`config.mk`:
```
export PLATFORM = sky130hd
export DESIGN_NAME = group_dispatch_cursor_top
export DESIGN_NICKNAME = d
export VERILOG_FILES = /design/src/rtl/gdc_pkg.sv /design/src/rtl/group_dispatch_cursor_top.sv /design/src/rtl/gdc_divider.sv /design/src/rtl/gdc_datapath.sv /design/src/rtl/gdc_ctrl.sv
export SDC_FILE = /design/constraint.sdc
export NUM_CORES = 1
export LEC_CHECK = 0
export ABC_AREA = 1
export BUFFER_PORTS_ARGS = -buffer_cell sky130_fd_sc_hd__buf_2
export CAP_MARGIN = 25
export CELL_PAD_IN_SITES_DETAIL_PLACEMENT = 0
export CELL_PAD_IN_SITES_GLOBAL_PLACEMENT = 1
export CORE_ASPECT_RATIO = 1.4
export CORE_MARGIN = 8
export CORE_UTILIZATION = 25
export CTS_CLUSTER_SIZE = 24
export DETAILED_ROUTE_END_ITERATION = 8
export GPL_ROUTABILITY_DRIVEN = 0
export PLACE_DENSITY_LB_ADDON = 0.12
export SLEW_MARGIN = 20
export SYNTH_ARGS = -nofsm -noshare
export SYNTH_HDL_FRONTEND = slang
export SYNTH_SLANG_ARGS = --single-unit
```
`constraint.sdc`:
```
create_clock -name clock -period 6.3 [get_ports clock]
set_input_delay 0.315 -clock clock [delete_from_list [all_inputs] [get_ports clock]]
set_output_delay 0.315 -clock clock [all_outputs]
set_load 0.05 [all_outputs]
```
`src/rtl/gdc_pkg.sv`:
```
// Shared types and constants of the group dispatch cursor.
`timescale 1ns / 1ps

package gdc_pkg;

   localparam int TC_W      = 16;  // target indices, counts and group sizes
   localparam int PAYLOAD_W = 33;  // sum of the two 32-bit byte counts
   localparam int WIDTH_W   = 34;  // automatic group width, quotient plus one
   localparam int ADDR_W    = 5;
   localparam int DATA_W    = 32;

   localparam logic [2:0] REG_TARGET_COUNT   = 3'd0;
   localparam logic [2:0] REG_START_POSITION = 3'd1;
   localparam logic [2:0] REG_MAX_GROUPS     = 3'd2;
   localparam logic [2:0] REG_INLINE_BYTES   = 3'd3;
   localparam logic [2:0] REG_TARGET_INFO    = 3'd4;

   typedef enum logic [1:0] {
      DIV_AUTO = 2'd0,
      DIV_INIT = 2'd1,
      DIV_STEP = 2'd2
   } div_sel_type;

   typedef struct packed {
      logic [TC_W-1:0]   target_count;
      logic [TC_W-1:0]   start_position;
      logic [TC_W-1:0]   max_groups;
      logic [DATA_W-1:0] inline_bytes;
      logic [DATA_W-1:0] target_info_bytes;
   } cfg_type;

   typedef struct packed {
      logic        div_start;
      div_sel_type div_sel;
      logic        load_width;
      logic        do_init;
      logic        load_step;
      logic        do_emit;
   } cmd_type;

   typedef struct packed {
      logic div_done;
      logic auto_width;
      logic init_div;
      logic out_free;
      logic step_div;
   } status_type;

endpackage

```
`src/rtl/group_dispatch_cursor_top.sv`:
```
// Top level of the group dispatch cursor: register file, controller and datapath.
//
//   channel  direction  signals                         contents
//   req      in         req_tvalid/tready/tdata[7:0]    bit 0 restart
//   rsp      out        rsp_tvalid/tready/tdata/tlast/  tdata group_start, group_size;
//                       tuser[0]                        tlast last_group; tuser exhausted
//   csr      in         APB, 5-bit address, 32-bit data five registers at 4*i
//
// A request without restart passes through ST_IDLE, ST_EMIT and ST_CHECK when the
// step is fixed, and also ST_STEP_DIV when the step is recomputed; every division is
// one pass of the shared 33-step radix-2 divider, whose done flag is registered.
// A restart adds ST_INIT, a division for the initial step when the remaining count
// exceeds the width and, with automatic width, one more division by BULK_LIMIT.
// Reset is synchronous and clears the registers and the cursor; no clearing pass.
// The result waits in its output register; a further request is taken meanwhile
// and holds before emitting its group until that register is free.
`timescale 1ns / 1ps

module group_dispatch_cursor_top #(
   parameter int BULK_LIMIT    = 16384,
   parameter int DEFAULT_WIDTH = 16
) (
   input  logic                       clock,
   input  logic                       reset,
   input  logic                       req_tvalid,
   output logic                       req_tready,
   input  logic [7:0]                 req_tdata,   // [0] restart
   output logic                       rsp_tvalid,
   input  logic                       rsp_tready,
   output logic [31:0]                rsp_tdata,   // [15:0] group_start, [31:16] group_size
   output logic                       rsp_tlast,
   output logic [0:0]                 rsp_tuser,   // [0] exhausted
   input  logic                       csr_psel,
   input  logic                       csr_penable,
   input  logic                       csr_pwrite,
   input  logic [gdc_pkg::ADDR_W-1:0] csr_paddr,
   input  logic [gdc_pkg::DATA_W-1:0] csr_pwdata,
   output logic [gdc_pkg::DATA_W-1:0] csr_prdata,
   output logic                       csr_pready
);

   import gdc_pkg::*;

   logic [TC_W-1:0]   tc_ff, start_ff, maxg_ff;
   logic [DATA_W-1:0] inl_ff, info_ff;
   logic              wr_en;
   logic [2:0]        reg_idx;
   cfg_type           cfg;
   cmd_type           cmd;
   status_type        status;

   assign csr_pready = 1'b1;
   assign wr_en      = csr_psel && csr_penable && csr_pwrite;
   assign reg_idx    = csr_paddr[ADDR_W-1:2];

   always_ff @(posedge clock) begin
      if (reset) begin
         tc_ff    <= '0;
         start_ff <= '0;
         maxg_ff  <= '0;
         inl_ff   <= '0;
         info_ff  <= '0;
      end else if (wr_en) begin
         unique case (reg_idx)
            REG_TARGET_COUNT:   tc_ff    <= csr_pwdata[TC_W-1:0];
            REG_START_POSITION: start_ff <= csr_pwdata[TC_W-1:0];
            REG_MAX_GROUPS:     maxg_ff  <= csr_pwdata[TC_W-1:0];
            REG_INLINE_BYTES:   inl_ff   <= csr_pwdata;
            REG_TARGET_INFO:    info_ff  <= csr_pwdata;
            default: begin
            end
         endcase
      end
   end

   always_comb begin
      unique case (reg_idx)
         REG_TARGET_COUNT:   csr_prdata = DATA_W'(tc_ff);
         REG_START_POSITION: csr_prdata = DATA_W'(start_ff);
         REG_MAX_GROUPS:     csr_prdata = DATA_W'(maxg_ff);
         REG_INLINE_BYTES:   csr_prdata = inl_ff;
         REG_TARGET_INFO:    csr_prdata = info_ff;
         default:            csr_prdata = '0;
      endcase
   end

   assign cfg.target_count      = tc_ff;
   assign cfg.start_position    = start_ff;
   assign cfg.max_groups        = maxg_ff;
   assign cfg.inline_bytes      = inl_ff;
   assign cfg.target_info_bytes = info_ff;

   gdc_ctrl u_ctrl (
      .clock       (clock),
      .reset       (reset),
      .req_tvalid  (req_tvalid),
      .req_tready  (req_tready),
      .req_restart (req_tdata[0]),
      .status      (status),
      .cmd         (cmd)
   );

   gdc_datapath #(
      .BULK_LIMIT    (BULK_LIMIT),
      .DEFAULT_WIDTH (DEFAULT_WIDTH)
   ) u_datapath (
      .clock      (clock),
      .reset      (reset),
      .cfg        (cfg),
      .cmd        (cmd),
      .status     (status),
      .rsp_tvalid (rsp_tvalid),
      .rsp_tready (rsp_tready),
      .rsp_tdata  (rsp_tdata),
      .rsp_tlast  (rsp_tlast),
      .rsp_tuser  (rsp_tuser)
   );

endmodule

```
`src/rtl/gdc_divider.sv`:
```
// Restoring radix-2 divider, one quotient bit per cycle.
`timescale 1ns / 1ps

module gdc_divider #(
   parameter int DDW = 33,
   parameter int DVW = 16
) (
   input  logic           clock,
   input  logic           reset,
   input  logic           start,
   input  logic [DDW-1:0] dividend,
   input  logic [DVW-1:0] divisor,
   output logic           busy,
   output logic           done,
   output logic [DDW-1:0] quotient,
   output logic [DVW-1:0] remainder
);

   localparam int CW = $clog2(DDW + 1);

   logic [DDW-1:0] quo_ff, quo_in;
   logic [DVW-1:0] rem_ff, rem_in;
   logic [DVW-1:0] dsr_ff, dsr_in;
   logic [CW-1:0]  cnt_ff, cnt_in;
   logic           busy_ff, busy_in;
   logic           done_ff, done_in;
   logic [DVW:0]   shifted;
   logic [DVW:0]   diff;

   assign shifted = {rem_ff, quo_ff[DDW-1]};
   assign diff    = shifted - {1'b0, dsr_ff};

   always_comb begin
      quo_in  = quo_ff;
      rem_in  = rem_ff;
      dsr_in  = dsr_ff;
      cnt_in  = cnt_ff;
      busy_in = busy_ff;
      done_in = 1'b0;
      if (start) begin
         quo_in  = dividend;
         rem_in  = '0;
         dsr_in  = divisor;
         cnt_in  = CW'(DDW);
         busy_in = 1'b1;
      end else if (busy_ff) begin
         // The partial remainder stays below the divisor, so the low bits suffice.
         if (shifted >= {1'b0, dsr_ff}) begin
            rem_in = diff[DVW-1:0];
            quo_in = {quo_ff[DDW-2:0], 1'b1};
         end else begin
            rem_in = shifted[DVW-1:0];
            quo_in = {quo_ff[DDW-2:0], 1'b0};
         end
         cnt_in = cnt_ff - CW'(1);
         if (cnt_ff == CW'(1)) begin
            busy_in = 1'b0;
            done_in = 1'b1;
         end
      end
   end

   always_ff @(posedge clock) begin
      quo_ff <= quo_in;
      rem_ff <= rem_in;
      dsr_ff <= dsr_in;
      if (reset) begin
         cnt_ff  <= '0;
         busy_ff <= 1'b0;
         done_ff <= 1'b0;
      end else begin
         cnt_ff  <= cnt_in;
         busy_ff <= busy_in;
         done_ff <= done_in;
      end
   end

   assign busy      = busy_ff;
   assign done      = done_ff;
   assign quotient  = quo_ff;
   assign remainder = rem_ff;

endmodule

```
`src/rtl/gdc_datapath.sv`:
```
// Cursor registers, group arithmetic, shared divider and result register.
`timescale 1ns / 1ps

module gdc_datapath #(
   parameter int BULK_LIMIT    = 16384,
   parameter int DEFAULT_WIDTH = 16
) (
   input  logic                 clock,
   input  logic                 reset,
   input  gdc_pkg::cfg_type     cfg,
   input  gdc_pkg::cmd_type     cmd,
   output gdc_pkg::status_type  status,
   output logic                 rsp_tvalid,
   input  logic                 rsp_tready,
   output logic [31:0]          rsp_tdata,
   output logic                 rsp_tlast,
   output logic [0:0]           rsp_tuser
);

   import gdc_pkg::*;

   localparam int BL_W = $clog2(BULK_LIMIT + 1);
   localparam int DVW  = (BL_W > TC_W) ? BL_W : TC_W;

   logic [TC_W-1:0]    pos_ff, pos_in;
   logic [TC_W-1:0]    step_ff, step_in;
   logic [TC_W-1:0]    pend_ff, pend_in;
   logic               fixed_ff, fixed_in;
   logic               step_div_ff, step_div_in;
   logic [WIDTH_W-1:0] width_ff, width_in;

   logic               rsp_valid_ff, rsp_valid_in;
   logic [TC_W-1:0]    rsp_start_ff, rsp_start_in;
   logic [TC_W-1:0]    rsp_size_ff, rsp_size_in;
   logic               rsp_last_ff, rsp_last_in;
   logic               rsp_exh_ff, rsp_exh_in;

   logic [PAYLOAD_W-1:0] payload;
   logic [TC_W-1:0]      remaining_init;
   logic                 empty_range;
   logic                 init_div;
   logic [TC_W-1:0]      left;
   logic [TC_W-1:0]      size;
   logic                 exhausted;
   logic                 last;
   logic [WIDTH_W-1:0]   auto_width;
   logic                 out_free;

   logic                 div_busy;
   logic                 div_done;
   logic [PAYLOAD_W-1:0] div_dividend;
   logic [DVW-1:0]       div_divisor;
   logic [PAYLOAD_W-1:0] div_quo;
   logic [DVW-1:0]       div_rem;

   assign payload        = {1'b0, cfg.inline_bytes} + {1'b0, cfg.target_info_bytes};
   assign remaining_init = cfg.target_count - cfg.start_position;
   assign empty_range    = cfg.target_count <= cfg.start_position;
   assign init_div       = !empty_range && (WIDTH_W'(remaining_init) > width_ff);

   assign left      = cfg.target_count - pos_ff;
   assign size      = (step_ff > left) ? left : step_ff;
   assign exhausted = (pend_ff == '0) || (cfg.target_count <= pos_ff);
   assign last      = (pend_ff == TC_W'(1)) || (size == left);

   assign auto_width = WIDTH_W'(div_quo) + WIDTH_W'(1);
   assign out_free   = !rsp_valid_ff || rsp_tready;

   always_comb begin
      case (cmd.div_sel)
         DIV_AUTO: begin
            div_dividend = payload;
            div_divisor  = DVW'(BULK_LIMIT);
         end
         DIV_INIT: begin
            div_dividend = PAYLOAD_W'(remaining_init);
            div_divisor  = DVW'(width_ff[TC_W-1:0]);
         end
         DIV_STEP: begin
            // Position has already advanced past the group just sent.
            div_dividend = PAYLOAD_W'(cfg.target_count - pos_ff);
            div_divisor  = DVW'(pend_ff);
         end
         default: begin
            div_dividend = '0;
            div_divisor  = '0;
         end
      endcase
   end

   gdc_divider #(
      .DDW (PAYLOAD_W),
      .DVW (DVW)
   ) u_divider (
      .clock     (clock),
      .reset     (reset),
      .start     (cmd.div_start),
      .dividend  (div_dividend),
      .divisor   (div_divisor),
      .busy      (div_busy),
      .done      (div_done),
      .quotient  (div_quo),
      .remainder (div_rem)
   );

   always_comb begin
      pos_in       = pos_ff;
      step_in      = step_ff;
      pend_in      = pend_ff;
      fixed_in     = fixed_ff;
      step_div_in  = step_div_ff;
      width_in     = width_ff;
      rsp_valid_in = rsp_valid_ff && !rsp_tready;
      rsp_start_in = rsp_start_ff;
      rsp_size_in  = rsp_size_ff;
      rsp_last_in  = rsp_last_ff;
      rsp_exh_in   = rsp_exh_ff;

      if (cmd.load_width) begin
         if (cfg.max_groups == '0) begin
            width_in = (auto_width < WIDTH_W'(DEFAULT_WIDTH)) ? WIDTH_W'(DEFAULT_WIDTH)
                                                              : auto_width;
         end else begin
            width_in = WIDTH_W'(cfg.max_groups);
         end
      end

      if (cmd.do_init) begin
         pos_in = cfg.start_position;
         if (empty_range) begin
            pend_in  = '0;
            step_in  = '0;
            fixed_in = 1'b0;
         end else if (init_div) begin
            // Width is below the remaining count here, so it fits 16 bits.
            pend_in = width_ff[TC_W-1:0];
         end else begin
            pend_in  = remaining_init;
            step_in  = TC_W'(1);
            fixed_in = 1'b1;
         end
      end

      if (cmd.load_step) begin
         step_in  = div_quo[TC_W-1:0] + TC_W'(div_rem != '0);
         fixed_in = div_rem == '0;
      end

      if (cmd.do_emit) begin
         rsp_valid_in = 1'b1;
         if (exhausted) begin
            pend_in      = '0;
            step_div_in  = 1'b0;
            rsp_start_in = '0;
            rsp_size_in  = '0;
            rsp_last_in  = 1'b0;
            rsp_exh_in   = 1'b1;
         end else begin
            pos_in       = pos_ff + size;
            pend_in      = last ? '0 : pend_ff - TC_W'(1);
            step_div_in  = !last && !fixed_ff;
            rsp_start_in = pos_ff;
            rsp_size_in  = size;
            rsp_last_in  = last;
            rsp_exh_in   = 1'b0;
         end
      end
   end

   always_ff @(posedge clock) begin
      rsp_start_ff <= rsp_start_in;
      rsp_size_ff  <= rsp_size_in;
      rsp_last_ff  <= rsp_last_in;
      rsp_exh_ff   <= rsp_exh_in;
      if (reset) begin
         pos_ff       <= '0;
         step_ff      <= '0;
         pend_ff      <= '0;
         fixed_ff     <= 1'b0;
         step_div_ff  <= 1'b0;
         width_ff     <= '0;
         rsp_valid_ff <= 1'b0;
      end else begin
         pos_ff       <= pos_in;
         step_ff      <= step_in;
         pend_ff      <= pend_in;
         fixed_ff     <= fixed_in;
         step_div_ff  <= step_div_in;
         width_ff     <= width_in;
         rsp_valid_ff <= rsp_valid_in;
      end
   end

   assign status.div_done   = div_done;
   assign status.auto_width = cfg.max_groups == '0;
   assign status.init_div   = init_div;
   assign status.out_free   = out_free;
   assign status.step_div   = step_div_ff;

   assign rsp_tvalid = rsp_valid_ff;
   assign rsp_tdata  = {rsp_size_ff, rsp_start_ff};
   assign rsp_tlast  = rsp_last_ff;
   assign rsp_tuser  = rsp_exh_ff;

   a_emit_needs_room : assert property (@(posedge clock) disable iff (reset)
      cmd.do_emit |-> out_free)
      else $error("group emitted while the result register was occupied");

   a_start_not_busy : assert property (@(posedge clock) disable iff (reset)
      cmd.div_start |-> !div_busy)
      else $error("divider restarted while busy");

   a_step_after_div : assert property (@(posedge clock) disable iff (reset)
      cmd.load_step |-> div_done)
      else $error("step loaded without a finished division");

   a_group_not_empty : assert property (@(posedge clock) disable iff (reset)
      rsp_valid_ff && !rsp_exh_ff |-> rsp_size_ff != '0)
      else $error("non-exhausted result carries an empty group");

   a_exhausted_zero : assert property (@(posedge clock) disable iff (reset)
      rsp_valid_ff && rsp_exh_ff |-> rsp_size_ff == '0 && rsp_start_ff == '0 && !rsp_last_ff)
      else $error("exhausted result carries group fields");

endmodule

```
`src/rtl/gdc_ctrl.sv`:
```
// Sequencing state machine of the group dispatch cursor.
`timescale 1ns / 1ps

module gdc_ctrl (
   input  logic                clock,
   input  logic                reset,
   input  logic                req_tvalid,
   output logic                req_tready,
   input  logic                req_restart,
   input  gdc_pkg::status_type status,
   output gdc_pkg::cmd_type    cmd
);

   import gdc_pkg::*;

   typedef enum logic [6:0] {
      ST_IDLE     = 7'b0000001,
      ST_AUTO_DIV = 7'b0000010,
      ST_INIT     = 7'b0000100,
      ST_INIT_DIV = 7'b0001000,
      ST_EMIT     = 7'b0010000,
      ST_CHECK    = 7'b0100000,
      ST_STEP_DIV = 7'b1000000
   } state_type;

   state_type state_ff, state_in;

   always_comb begin
      state_in   = state_ff;
      cmd        = '0;
      req_tready = 1'b0;
      unique case (state_ff)
         ST_IDLE: begin
            req_tready = 1'b1;
            if (req_tvalid) begin
               if (!req_restart) begin
                  state_in = ST_EMIT;
               end else if (status.auto_width) begin
                  cmd.div_start = 1'b1;
                  cmd.div_sel   = DIV_AUTO;
                  state_in      = ST_AUTO_DIV;
               end else begin
                  cmd.load_width = 1'b1;
                  state_in       = ST_INIT;
               end
            end
         end
         ST_AUTO_DIV: begin
            if (status.div_done) begin
               cmd.load_width = 1'b1;
               state_in       = ST_INIT;
            end
         end
         ST_INIT: begin
            cmd.do_init = 1'b1;
            if (status.init_div) begin
               cmd.div_start = 1'b1;
               cmd.div_sel   = DIV_INIT;
               state_in      = ST_INIT_DIV;
            end else begin
               state_in = ST_EMIT;
            end
         end
         ST_INIT_DIV: begin
            if (status.div_done) begin
               cmd.load_step = 1'b1;
               state_in      = ST_EMIT;
            end
         end
         ST_EMIT: begin
            if (status.out_free) begin
               cmd.do_emit = 1'b1;
               state_in    = ST_CHECK;
            end
         end
         ST_CHECK: begin
            if (status.step_div) begin
               cmd.div_start = 1'b1;
               cmd.div_sel   = DIV_STEP;
               state_in      = ST_STEP_DIV;
            end else begin
               state_in = ST_IDLE;
            end
         end
         ST_STEP_DIV: begin
            if (status.div_done) begin
               cmd.load_step = 1'b1;
               state_in      = ST_IDLE;
            end
         end
         default: begin
            state_in = ST_IDLE;
         end
      endcase
   end

   always_ff @(posedge clock) begin
      if (reset) begin
         state_ff <= ST_IDLE;
      end else begin
         state_ff <= state_in;
      end
   end

endmodule

```
---- Word-level counts from Yosys, hierarchy flattened ----
Cells that the tools add are included.
word-level totals
  bits in registers ....................... 311
  latch bits .............................. 0
  RAM bits ................................ 0
  bits in read-only memories .............. 0
  output and inout port bits .............. 69
  memories ................................ 0
operators by class
  add/subtract/negate cells ............... 10
  multipliers ............................. 0
  divide/modulo/power cells ............... 0
  order comparisons ....................... 6
  equal/unequal tests ..................... 22
  shift operators ......................... 0
  muxes and demuxes ....................... 60
  bitwise operators ....................... 1
  reductions and logical operators ........ 32
operators by type and width
  kind                                                                   count
  16-bit 2-to-1 mux                                                      15
  32-bit case mux with 5 select lines                                    1
  33-bit case mux with 3 select lines                                    1
  34-bit 2-to-1 mux                                                      2
  33-bit 2-to-1 mux                                                      2
  7-bit case mux with 7 select lines                                     1
  16-bit zero test                                                       3
  16-bit case mux with 3 select lines                                    1
  16-bit subtractor                                                      3
  7-bit 2-to-1 mux                                                       6
  33-bit by 1-bit adder with 34-bit output, second input constant        1
  16-bit by 34-bit > comparator with 1-bit output                        1
  34-bit by 5-bit < comparator with 1-bit output, second input constant  1
  32-bit by 32-bit adder with 33-bit output                              1
  16-bit <= comparator                                                   2
  1-bit 2-to-1 mux                                                       19
  17-bit by 16-bit greater-or-equal comparator with 1-bit output         1
  16-bit by 16-bit subtractor with 17-bit output                         1
  16-bit by 1-bit adder with 16-bit output                               1
  16-bit adder                                                           1
  16-bit by 1-bit == test with 1-bit output, second input constant       1
  16-bit == test                                                         1
  16-bit > comparator                                                    1
  16-bit nonzero test                                                    1
  35 further kinds                                                       63

---- Depth between registers and ports, before layout ----
Gate-level depths: netlist (run 1).
  word-level depth ........................ 8
  depth in mapped cells ................... 34
  depth with buffers taken out ............ 34

---- Cells and area by module ----
From an unflattened synthesis (run 1), not the netlist that was laid out.
unflattened totals
  cell total of the unflattened synthesis .. 3,516
  area total of the unflattened synthesis .. 23,110.9 µm²
by module, submodules not included
  module                     times used  cells an instance  area an instance (µm²)  sequential area each (µm²)
  gdc_datapath               1           2,011              12,776.0                2,722.6
  group_dispatch_cursor_top  1           884                5,570.3                 2,242.2
  gdc_divider                1           525                4,224.1                 1,951.9
  gdc_ctrl                   1           96                 540.5                   140.1

---- Worst setup path after synthesis (run 1) ----
OpenSTA, ideal clock, no wires.
  path kind ............................... register to register
  from .................................... register tc_ff[0]
  to ...................................... register u_datapath.pos_ff[12]
  library setup time ...................... 120 ps
  arrival ................................. 4,743 ps
  setup slack ............................. 1,437 ps
  stages on the path, launching flop included .. 32
  path buffers ............................ 2
  clock period less this slack ............ 4,863 ps
  path through ............................ dfxtp_1 inv_1 ha_1 inv_1 fa_1 nand2_1 nand2_1 and2_1 nand3_1 nand3_1 nand2_1 nand2_1 ha_1 nand2_1 nor3_1 nand4_1 nand2_1 buf_2 clkinv_1 clkbuf_1 a21oi_1 inv_1 ha_1 nand3b_1 nand2_1 a21boi_0 o21bai_1 a21oi_1 o21ai_0 a31oi_1 xor2_1 a21oi_1
between the ends
  longest elaborated chain between the ends .. 6
  elaborated cells between the ends (all ways) .. 8
  those cells by class .................... add/sub: 2; order compare: 2; mux: 3; reduce/logical: 1
RTL lines
  element                   line                             source
  start: declaration        group_dispatch_cursor_top.sv:44  logic [TC_W-1:0] tc_ff, start_ff, maxg_ff;
  start signal: assignment  group_dispatch_cursor_top.sv:65  REG_TARGET_COUNT: tc_ff <= csr_pwdata[TC_W-1:0];
  16-bit subtractor *       gdc_datapath.sv:61               assign left = cfg.target_count - pos_ff;
  16-bit > comparator       gdc_datapath.sv:62               assign size = (step_ff > left) ? left : step_ff;
  16-bit 2-to-1 mux *       gdc_datapath.sv:62
  net u_datapath.size[2]    gdc_datapath.sv:43               logic [TC_W-1:0] size;
  16-bit adder *            gdc_datapath.sv:159              pos_in = pos_ff + size;
  16-bit 2-to-1 mux *       gdc_datapath.sv:151              if (exhausted) begin
  16-bit 2-to-1 mux *       gdc_datapath.sv:149              if (cmd.do_emit) begin
  end signal: assignment    gdc_datapath.sv:184              pos_ff <= pos_in;
  end: declaration          gdc_datapath.sv:25               logic [TC_W-1:0] pos_ff, pos_in;
Mark *: on every way through the listed nets, which the timed path passes. The rest lies on a longest branch.
A chain may end at the register's enable or synchronous reset.

---- Worst setup path after layout (run 1) ----
  from .................................... register tc_ff[2]
  to ...................................... register u_datapath.pos_ff[12]
between the ends
  longest elaborated chain between the ends .. 6
  elaborated cells between the ends (all ways) .. 8
  those cells by class .................... add/sub: 2; order compare: 2; mux: 3; reduce/logical: 1
RTL lines
  element                 line
  16-bit subtractor       gdc_datapath.sv:61
  16-bit > comparator     gdc_datapath.sv:62
  16-bit 2-to-1 mux       gdc_datapath.sv:62
  net u_datapath.size[0]  gdc_datapath.sv:43
  16-bit adder            gdc_datapath.sv:159
  16-bit 2-to-1 mux       gdc_datapath.sv:151
  16-bit 2-to-1 mux       gdc_datapath.sv:149
The timed path passes the listed nets, and every way through them passes these cells.

==> metrics.yaml, run 1 <==
cts_tree: "built"
max_stage_delay_ps: 570
syn_nets: 3300
syn_area_um2: 21500
io_pins: 121
grt_util_all_layers_pct: 17.8
initial_core_util_pct: 25.1
cts.sinks: 311
slew_violations: 0
diodes: 0
slew_headroom_pct: 40.8
ys_seq_area_share_pct: 32.9
tns_ps: 0
ys_seq_elements: 311
dp_hpwl_um: 69600
yosysTopAreaCell: "dfxtp_1"
clock_tree.buffer_depth: 3
drt_first_pass_iters: 5
yosys_warnings: 0
ir_drop_mv: 0.152
postRouteAntennaNets: 0
postSynth.asyncResetShare_pct: 0
viasPerCell: 4.85
grt_max_degree: 91
nets: 3392
synth_top_area_share_pct: 21.3
path_delay_family: "simple AND/OR/NAND/NOR gates"
p_leak_nw: 10.7
yosys-top-cells-area: "dfxtp_1 (21%), edfxtp_1 (12%), nand2_1 (11%)"
synth_top_flop_cell: "dfxtp_1"
drc: 0
drt_iter0_markers: 1233
crit_top_cell: "nand2_1"
num_rows: 127
fmax_ghz: 0.174
die_h_um: 363
avgSynthCellArea_um2: 6.91
worst-path-buf-inv: 3
status: "finished clean"
cts.htree.levels: 2
grt-ovfl-total: 0
synth_edf_count: 83
chipWidth_um: 264
dpl-instance-area_um2: 23200
setup_viol_count_final: 0
cp_slowest_cell: "dfxtp_1"
fin_crit_sh_pct: 91.1
final_cell_area_um2: 24800
grt_antenna_before_repair: 1
fin_crit_ps: 5740
critPathArrivalTime_ps: 6160
grt_pass1_wl_um: 132000
worstSetupEndpointType: "flop"
syn_inst: 3107
synth_cell_type_count: 66
cts.root.buffer_cell: "clkbuf_16"
core_area_um2: 85300
cts_buffers: 41
timing.final.hold_violations: 0
area_growth_pct: 15.6
crit_required_ps: 6730
min_path_type: "input port to flop"
worstSkewPairLatency_ps: 590
worst_slew_pin_slew_ps: 878
finalWirelength_um: 87500
skew_ps: 34.1
power_density_nw_per_um2: 284
cap_violations: 0
die-area_um2: 95600
grt_pass1_vias: 21100
rsz0062_at_grt: "no"
crit_path_start_kind: "flop"
vias: 21000
drive_gt1_share_pct: 7.96
port_buffers: 110
clk_pin_slew_ps: 60
path_max_fanout: 7
path_class: "flop to flop"
wl_per_cell_um: 20.2
==> per-stage QoR <==
step	std cells	hold slack, ps	total power [mW]	utilization (%)	setup slack, ps
after floorplan	3107	440	3.87	-	1440
after global placement	4233	449	4.55	27.1	580
after detailed placement	4234	455	4.55	27.2	523
after CTS	4324	3.35	7.16	29.1	458
after global routing	4325	23.7	7.50	29.1	71.4
final	4325	31.4	7.05	29.1	563
==> worst min-delay path, delay by kind of cell <==
kind	cells	cell delay (ps)
AND/OR/NAND/NOR	2	140
buffers and inverters	1	130
==> per-layer routing <==
| metal | part of all wire [%] | track usage (%) | up-vias |
|---|---|---|---|
| met5 | 0 | 0 | - |
| met1 | 42 | 21.1 | 9904 |
| met4 | 3.9 | 6.73 | 0 |
| met3 | 3.4 | 2.33 | 124 |
| met2 | 50 | 32.5 | 394 |
| li1 | - | - | 10600 |
==> cells in the final DEF, fill, tap and decap left out, drive strengths merged, types with 4 or more instances in the layout <==
cell / Yosys / routed
nand2: 607 / 607
nor2: 432 / 432
inv: 367 / 367
o21ai: 317 / 317
a21oi: 269 / 269
dfxtp: 228 / 228
buf: 45 / 145
ha: 136 / 136
nand3: 135 / 135
xor2: 86 / 86
edfxtp: 83 / 83
clkbuf: 68 / 61
nand4: 59 / 59
nor3: 44 / 44
xnor2: 34 / 34
a31oi: 23 / 23
nor4: 21 / 21
dlygate4sd3: 0 / 17
a21o: 16 / 16
o22ai: 16 / 16
a22o: 16 / 16
o21bai: 15 / 15
a221oi: 14 / 14
nand3b: 12 / 12
clkinv: 2 / 10
o211ai: 9 / 9
or2: 8 / 8
a21boi: 7 / 7
o21a: 5 / 5
fa: 5 / 5
bufinv: 0 / 4
==> Yosys cell counts (6+ instances only) <==
library cell    n
buf_1          10
clkbuf_1       67
a21o_1         16
nor4_1         16
o211ai_1        9
o21bai_1       15
buf_4           6
o21ai_0       291
a21oi_1       268
nand3_1       132
inv_2          10
nor2_1        425
a221oi_1       14
dfxtp_1       228
xnor2_1        33
inv_1         356
a22o_1         16
nand3b_1       12
nor3_1         43
o22ai_1        16
ha_1          136
xor2_1         86
nand2_1       603
a31oi_1        23
nand4_1        59
edfxtp_1       83
a21boi_0        7
buf_2          24
o21ai_1        26
==> flip-flops by register name, indices dropped and copies added, names as in the netlist, 7 cells and up <==
signal and flops:
u_datapath.width_ff 34, maxg_ff 16, u_ctrl.state_ff 7, u_datapath.u_divider.quotient 33, u_datapath.rsp_size_ff 16, u_datapath.rsp_start_ff 16, u_datapath.u_divider.remainder 16, u_datapath.pend_ff 16
u_datapath.u_divider.dsr_ff 16, u_datapath.pos_ff 16, info_ff 32, tc_ff 16, start_ff 16, u_datapath.step_ff 16, inl_ff 32
==> repair_timing <==
action | 4_1_cts | 5_1_grt
gates resized for setup | 0 | 1
hold buffers | 17 | 0
setup buffers | 0 | 0
endpoints found under the setup margin | 0 | 1
hold endpoints to repair | 33 | 0
==> area by class of cell <==
class                      count  area (um2)
fill                        9491       60500
inverter                     369        1390
clock inverter                12         175
multi-input combinational   2314       12500
timing repair buffer         162        1030
sequential                   311        7060
tap                         1096        1370
clock buffer                  61        1270
==> final timing paths <==
path / startpoint / to / slack [ps] / cells after the start
max: tc_ff[2]$_SDFFE_PP0P_ / u_datapath.pos_ff[12]$_SDFF_PP0_ / 560 / 31
min: csr_pwdata[0] / maxg_ff[0]$_SDFFE_PP0P_ / 30 / 3
max reg2reg: tc_ff[2]$_SDFFE_PP0P_ / u_datapath.pos_ff[12]$_SDFF_PP0_ / 560 / 31
min reg2reg: u_datapath.width_ff[31]$_SDFFE_PP0P_ / u_datapath.width_ff[31]$_SDFFE_PP0P_ / 460 / 2
==> report_power, final <==
part / leakage, nW / switching (mW) / internal, mW
Sequential: 2.61 / 0.155 / 2.24
Clock: 0.718 / 0.979 / 1.56
Combinational: 7.38 / 1.45 / 0.669
==> logic make-up (layout without fill, tap and decap cells) <==
logic type	Yosys count	after routing	share of synthesized area, %
AO/OA/AOI/OAI	728	728	18.8
other	1	1	0.0175
buffers and inverters	482	604	8.87
AND/OR/NAND/NOR	1324	1324	26.2
adder cells (fa/ha/maj)	141	141	8.40
XOR/XNOR	120	120	4.93
flip-flops	311	311	32.9
(Power assumes the default switching activity.)
==> run 2: changes to the inputs <==
--- a/config.mk
+++ b/config.mk
@@ -5,14 +5,13 @@
 export SDC_FILE = /design/constraint.sdc
 export NUM_CORES = 1
 export LEC_CHECK = 0
-export ABC_AREA = 1
 export BUFFER_PORTS_ARGS = -buffer_cell sky130_fd_sc_hd__buf_2
 export CAP_MARGIN = 25
 export CELL_PAD_IN_SITES_DETAIL_PLACEMENT = 0
 export CELL_PAD_IN_SITES_GLOBAL_PLACEMENT = 1
 export CORE_ASPECT_RATIO = 1.4
 export CORE_MARGIN = 8
-export CORE_UTILIZATION = 25
+export CORE_UTILIZATION = 47
 export CTS_CLUSTER_SIZE = 24
 export DETAILED_ROUTE_END_ITERATION = 8
 export GPL_ROUTABILITY_DRIVEN = 0
==> metrics.yaml, run 2 <==
status: "finished clean"
syn_inst: 2608  # -16%
netSwitchingFraction_pct: 33.1  # -3.6 points
p_total_mw: 6.12  # -13%
yosysTopAreaCell: "dfxtp_1"
fillers: 4244  # -55%
drc: 0  # unchanged
postSynth.asyncResetShare_pct: 0  # unchanged
final_common_cell: "nand2_1"
ir_drop_mv: 0.183  # +20%
core_area_um2: 44100  # -48%
ys_seq_elements: 311  # unchanged
port_buffers: 110  # unchanged
setup_viol_count_final: 0  # unchanged
fin_crit_sh_pct: 96.9  # +5.8 points
cts_tree: "built"
max_stage_delay_ps: 410  # -160 ps
crit_path_start_kind: "flop"
worstSkewPairLatency_ps: 550  # -40 ps
diodes: 0  # unchanged
die-area_um2: 51800  # -46%
dpl-instance-area_um2: 22700  # -2.2%
fmax_ghz: 0.164  # -6.0%
wl_per_cell_um: 22.6  # +12%
switching_power_mw: 2.02  # -22%
holdWs_ps: 20.4  # -11.0 ps
vias: 20400  # -2.9%
syn_area_um2: 21000  # -2.1%
top_register: "u_datapath.width_ff"
chipWidth_um: 195  # -26%
avgSynthCellArea_um2: 8.05  # +17%
die_h_um: 266  # -27%
timing.final.hold_violations: 0  # unchanged
nets: 2932  # -14%
drt_first_pass_iters: 7  # +2
yosys_warnings: 0  # unchanged
worst_slew_pin_slew_ps: 1090  # +207 ps
worstSetupEndpointType: "flop"
rsz0062_at_grt: "yes"
synth_top_area_share_pct: 21.7  # +0.47 points
intPower_mw: 4.09  # -8.3%
initial_core_util_pct: 47.7  # +23 points
synth_cell_type_count: 98  # +48%
path_class: "flop to flop"
syn_nets: 2801  # -15%
min_path_type: "input port to flop"
path_max_fanout: 6  # -1
critPathArrivalTime_ps: 6560  # +400 ps
finalWirelength_um: 75200  # -14%
dp_hpwl_um: 58100  # -16%
postRouteAntennaNets: 0  # unchanged
num_rows: 91  # -28%
cts.htree.levels: 2  # unchanged
crit_top_cell: "buf_4"
power_density_nw_per_um2: 253  # -11%
skew_ps: 15.5  # -18.6 ps
p_leak_nw: 9.82  # -8.2%
largest_reg_flops: 34  # unchanged
synth_edf_count: 83  # unchanged
grt_util_all_layers_pct: 28.2  # +10 points
fin_crit_ps: 6100  # +366 ps
ys_seq_area_share_pct: 33.6  # +0.72 points
final_cell_mix: "nand2_1 (386), a21oi_1 (255), dfxtp_1 (228)"
p_seq_share_pct: 39.0  # +5.1 points
cp_slowest_cell: "o41ai_2"
slew_headroom_pct: 27.6  # -13 points
cts_buffers: 35  # -15%
cap_violations: 0  # unchanged
synth_top_flop_cell: "dfxtp_1"
final_cell_area_um2: 24200  # -2.5%
utilization_pct: 54.9  # +26 points
grt_max_degree: 70  # -23%
cts.sinks: 311  # unchanged
viasPerCell: 6.13  # +26%
clk_pin_slew_ps: 60  # about the same
crit_required_ps: 6760  # +30 ps
clockPowerShare_pct: 34.8  # -1.2 points
drive_gt1_share_pct: 14.2  # +6.3 points
yosys-top-cells-area: "dfxtp_1 (22%), edfxtp_1 (12%), ha_1 (8.1%)"
clock_tree.buffer_depth: 3  # unchanged
area_growth_pct: 15.3
cts.root.buffer_cell: "clkbuf_16"
yosys-top-cells-count: "nand2_1 (386), a21oi_1 (262), dfxtp_1 (228), nor2_1 (215), ha_1 (136)"
tns_ps: 0  # unchanged
slew_violations: 0  # unchanged
grt-ovfl-total: 0  # unchanged
io_pins: 121  # unchanged
grt_pass1_wl_um: 116000  # -12%
synth_most_common_cell: "nand2_1"
drt_iter0_markers: 1512  # +23%
grt_antenna_before_repair: 0  # -1
grt_pass1_vias: 19900  # -5.7%
p_comb_share_pct: 26.1  # -3.9 points
## run 2: cell types whose count changed after synthesis, sizes merged, moves of 53 or more
cell	change
inv	-249
nand2	-218
a22oi	+55
nand3	-86
o21ai	-197
clkbuf	+53
nor2	-216
## run 2: repair_timing
| action | CTS | global route |
|---|---|---|
| hold buffers | 6 | 0 |
| endpoints found under the setup margin | 5 | 7 |
| setup buffers | 0 | 7 |
| gates cloned | 0 | 1 |
| resized for setup | 8 | 48 |
| hold endpoints to repair | 10 | 0 |
| pin swaps | 2 | 26 |
## run 2: worst paths after layout
kind | startpoint | to | slack, ps | cells past startpoint
min | csr_pwdata[16] | info_ff[16]$_SDFFE_PP0P_ | 20 | 3
max | tc_ff[0]$_SDFFE_PP0P_ | u_datapath.pos_ff[14]$_SDFF_PP0_ | 200 | 32
max reg2reg | tc_ff[0]$_SDFFE_PP0P_ | u_datapath.pos_ff[14]$_SDFF_PP0_ | 200 | 32
min reg2reg | u_datapath.width_ff[18]$_SDFFE_PP0P_ | u_datapath.width_ff[18]$_SDFFE_PP0P_ | 460 | 1
## run 2: logic make-up (layout without fill, tap and decap cells)
group	after synthesis	in the layout	synth area share, %
AOI/OAI and AO/OA	763	763	23.7
xor gates and xnor gates	134	134	5.73
adders and majority gates	141	141	8.58
buffers and inverters	271	429	5.06
DFF	311	311	33.6
muxes	24	24	1.22
other	1	1	0.0179
and+or+nand+nor	963	963	22.0
## run 2: metrics by stage
step / setup WS, ps / instances
4_1_cts: 0.267 / 3315
2_1_floorplan: 2.51 / 2608
3_5_place_dp: -203 / 3245
5_1_grt: -65.8 / 3324
3_3_place_gp: -75.0 / 3244
6_report: 197 / 3324
## run 2: critical path: cells and delay by family (launching register included)
| kind | cells | cell delay, ps |
|---|---|---|
| AOI/OAI and AO/OA | 12 | 2420 |
| xor gates and xnor gates | 1 | 130 |
| adders and majority gates | 4 | 1090 |
| buffers and inverters | 7 | 830 |
| DFF | 1 | 310 |
| and+or+nand+nor | 8 | 1230 |
## run 2: final cells by class
cell class	count	area, um2	share of cell area, %
Multi-Input combinational cell	2026	13100	54.3
Sequential cell	311	7060	29.2
Timing Repair Buffer	246	1680	6.96
Clock buffer	48	977	4.04
Tap cell	558	698	2.88
Inverter	119	447	1.85
Clock inverter	16	196	0.812
## run 2: power groups by stage
stage / clock (mW) / sequential [mW] / combinational [mW]
detailed placement: 0 / 2.42 / 1.52
floorplan: 0 / 2.34 / 1.14
finish: 2.13 / 2.39 / 1.60
CTS: 2.16 / 2.38 / 1.54
global placement: 0 / 2.42 / 1.49
global route: 2.23 / 2.41 / 1.76
## run 2: routing by layer
layer | part of all wire (%) | global-route usage [%] | wire length [um] | vias to the layer above
met5 | 0 | 0 | 0 | -
met4 | 5.1 | 13.9 | 3860 | 0
met3 | 6.5 | 3.93 | 4860 | 184
met2 | 49 | 49.8 | 36500 | 798
met1 | 40 | 33.3 | 29900 | 9660
li1 | - | - | - | 9730
==> run 3: changes to the inputs <==
--- a/config.mk
+++ b/config.mk
@@ -11,7 +11,7 @@
 export CELL_PAD_IN_SITES_GLOBAL_PLACEMENT = 1
 export CORE_ASPECT_RATIO = 1.4
 export CORE_MARGIN = 8
-export CORE_UTILIZATION = 47
+export CORE_UTILIZATION = 43
 export CTS_CLUSTER_SIZE = 24
 export DETAILED_ROUTE_END_ITERATION = 8
 export GPL_ROUTABILITY_DRIVEN = 0
==> constraint.sdc (replaced) <==
create_clock -name clock -period 5.5 [get_ports clock]
set_input_delay 0.275 -clock clock [delete_from_list [all_inputs] [get_ports clock]]
set_output_delay 0.275 -clock clock [all_outputs]
set_load 0.05 [all_outputs]
==> metrics.yaml, run 3 (synthesis results as in run 2) <==
status: "complete, but fails checks"
violations: "negative setup slack"
postRouteAntennaNets: 0  # unchanged
p_seq_share_pct: 38.9  # about the same
area_growth_pct: 22.0
slew_headroom_pct: 26.8  # -0.89 points
clockPowerShare_pct: 34.0  # -0.8 points
fillers: 4607  # +8.6%
p_leak_nw: 10.6  # +7.5%
worstSkewPairLatency_ps: 570  # +20 ps
die_h_um: 277  # +4.3%
num_rows: 96  # +5.5%
crit_end: "u_datapath.pos_ff[10]$_SDFF_PP0_"
finalWirelength_um: 80800  # +7.6%
port_buffers: 110  # unchanged
r2r_cells: 32  # unchanged
netSwitchingFraction_pct: 33.6  # +0.56 points
final_cell_mix: "nand2_1 (383), a21oi_1 (255), buf_4 (242)"
utilization_pct: 52.7  # -2.3 points
crit_required_ps: 5940  # -820 ps
cts.sinks: 311  # unchanged
cts.htree.levels: 2  # unchanged
min_path_type: "input port to flop"
dp_hpwl_um: 63000  # +8.3%
switching_power_mw: 2.38  # +17%
crit_path_start_kind: "flop"
tns_ps: -1550  # -1550 ps
final_common_cell: "nand2_1"
worst_slew_pin_slew_ps: 1100  # +13.3 ps
grt_pass1_vias: 20700  # +3.9%
clk_pin_slew_ps: 60  # about the same
fin_crit_ps: 5820  # -287 ps
nets: 3072  # +4.8%
rsz0062_at_grt: "yes"
top_register: "u_datapath.width_ff"
grt_max_degree: 63  # -10%
ir_drop_mv: 0.327  # +79%
worstSetupEndpointType: "flop"
chipWidth_um: 203  # +4.2%
drc: 0  # unchanged
viasPerCell: 5.94  # -3.2%
grt_antenna_before_repair: 1  # +1
reg2reg_from: "tc_ff[0]$_SDFFE_PP0P_"
r2r_slack_ps: -320  # -510 ps
crit_start: "tc_ff[0]$_SDFFE_PP0P_"
wl_per_cell_um: 22.8  # +0.97%
slew_violations: 0  # unchanged
grt_util_all_layers_pct: 27.7  # -0.54 points
cp_slowest_cell: "fa_2"
drt_first_pass_iters: 5  # -2
initial_core_util_pct: 43.2  # -4.5 points
fin_crit_sh_pct: 106  # +8.9 points
core_area_um2: 48600  # +10%
clock_tree.buffer_depth: 3  # unchanged
p_comb_share_pct: 27.2  # +1.1 points
io_pins: 121  # unchanged
largest_reg_flops: 34  # unchanged
cap_violations: 0  # unchanged
fin_ws_ps: -316  # -513 ps
diodes: 0  # unchanged
timing.rr.end: "u_datapath.pos_ff[10]$_SDFF_PP0_"
grt_pass1_wl_um: 123000  # +6.1%
max_stage_delay_ps: 370  # -40 ps
setup_viol_count_final: 6  # +6
timing.final.hold_violations: 0  # unchanged
intPower_mw: 4.68  # +14%
power_density_nw_per_um2: 276  # +9.0%
cts_tree: "built"
drive_gt1_share_pct: 19.1  # +4.9 points
drt_iter0_markers: 1588  # +5.0%
cts.root.buffer_cell: "clkbuf_16"
fmax_ghz: 0.172  # +4.9%
path_class: "flop to flop"
path_max_fanout: 6  # unchanged
vias: 21000  # +3.2%
grt-ovfl-total: 0  # unchanged
critPathArrivalTime_ps: 6250  # -310 ps
skew_ps: 31.9  # +16.4 ps
cts_buffers: 35  # unchanged
die-area_um2: 56300  # +8.6%
-- run 3: changes by cell type in the layout (fill, tap and decap cells not counted), sizes merged --
cell	change
buf	+123
dlygate4sd3	+16
clkbuf	+5
clkinv	-5
bufinv	-3
clkinvlp	+1
inv	+1
-- run 3: repair_timing --
item | in CTS | in global routing
cloned | 0 | 2
buffers inserted | 26 | 9
hold buffers | 22 | 0
pin swaps | 40 | 33
endpoints found under the hold margin | 54 | 0
gates resized for setup | 31 | 32
endpoints found under the setup margin | 8 | 35
-- run 3: power groups by stage --
stage / clock network (mW) / logic (mW) / registers (mW)
after detailed placement: 0 / 1.79 / 2.79
after global placement: 0 / 1.77 / 2.79
after floorplan: 0 / 1.34 / 2.68
after CTS: 2.45 / 1.84 / 2.74
after global routing: 2.52 / 2.09 / 2.77
final: 2.40 / 1.92 / 2.74
-- run 3: how the worst min path moves through the flow --
stage                                    startpoint                              endpoint  slack [ps]  depth (start not counted)
3_5_place_dp   u_datapath.width_ff[22]$_SDFFE_PP0P_  u_datapath.width_ff[22]$_SDFFE_PP0P_         450                          1
2_1_floorplan                         csr_pwdata[0]                 tc_ff[0]$_SDFFE_PP0P_         400                          2
5_1_grt                              csr_pwdata[15]               inl_ff[15]$_SDFFE_PP0P_          20                          3
4_1_cts                              csr_pwdata[15]             start_ff[15]$_SDFFE_PP0P_           6                          3
3_3_place_gp   u_datapath.width_ff[18]$_SDFFE_PP0P_  u_datapath.width_ff[18]$_SDFFE_PP0P_         440                          1
6_report                              csr_pwdata[3]               maxg_ff[3]$_SDFFE_PP0P_          30                          3
-- run 3: layout make-up --
type                       count  area, um2  share of cell area, %
multi-input combinational   2026      13300                   52.1
tap                          637        797                   3.11
clock buffer                  52       1050                   4.11
sequential                   311       7060                   27.6
inverter                     119        452                   1.76
clock inverter                10       96.3                  0.376
timing repair buffer         386       2800                   10.9
-- run 3: worst max-delay path, delay by kind of cell (launching register included) --
kind | cells | cell delay, ps
adder cells (fa/ha/maj) | 4 | 990
AO/OA/AOI/OAI | 11 | 2090
AND/OR/NAND/NOR | 9 | 1280
flip-flops | 1 | 320
buffers and inverters | 7 | 880
XOR/XNOR | 1 | 120
-- run 3: stage by stage --
step / instances / setup slack (ps) / instance area [um2] / power, mW / hold slack [ps]
after floorplan: 2608 / -106 / 21200 / 4.02 / 403
after global placement: 3423 / -315 / 23700 / 4.55 / 443
after detailed placement: 3424 / -500 / 23700 / 4.57 / 448
after CTS: 3534 / -301 / 25300 / 7.03 / 5.86
after global routing: 3541 / -603 / 25600 / 7.38 / 19.4
final: 3541 / -316 / 25600 / 7.06 / 30.4
-- run 3: layer usage --
metal	routed length, um	vias up	track usage, %
li1	-	10000	-
met1	31900	9999	32.4
met2	38800	788	47.2
met3	5100	220	4.69
met4	5090	0	15.6
met5	0	-	0
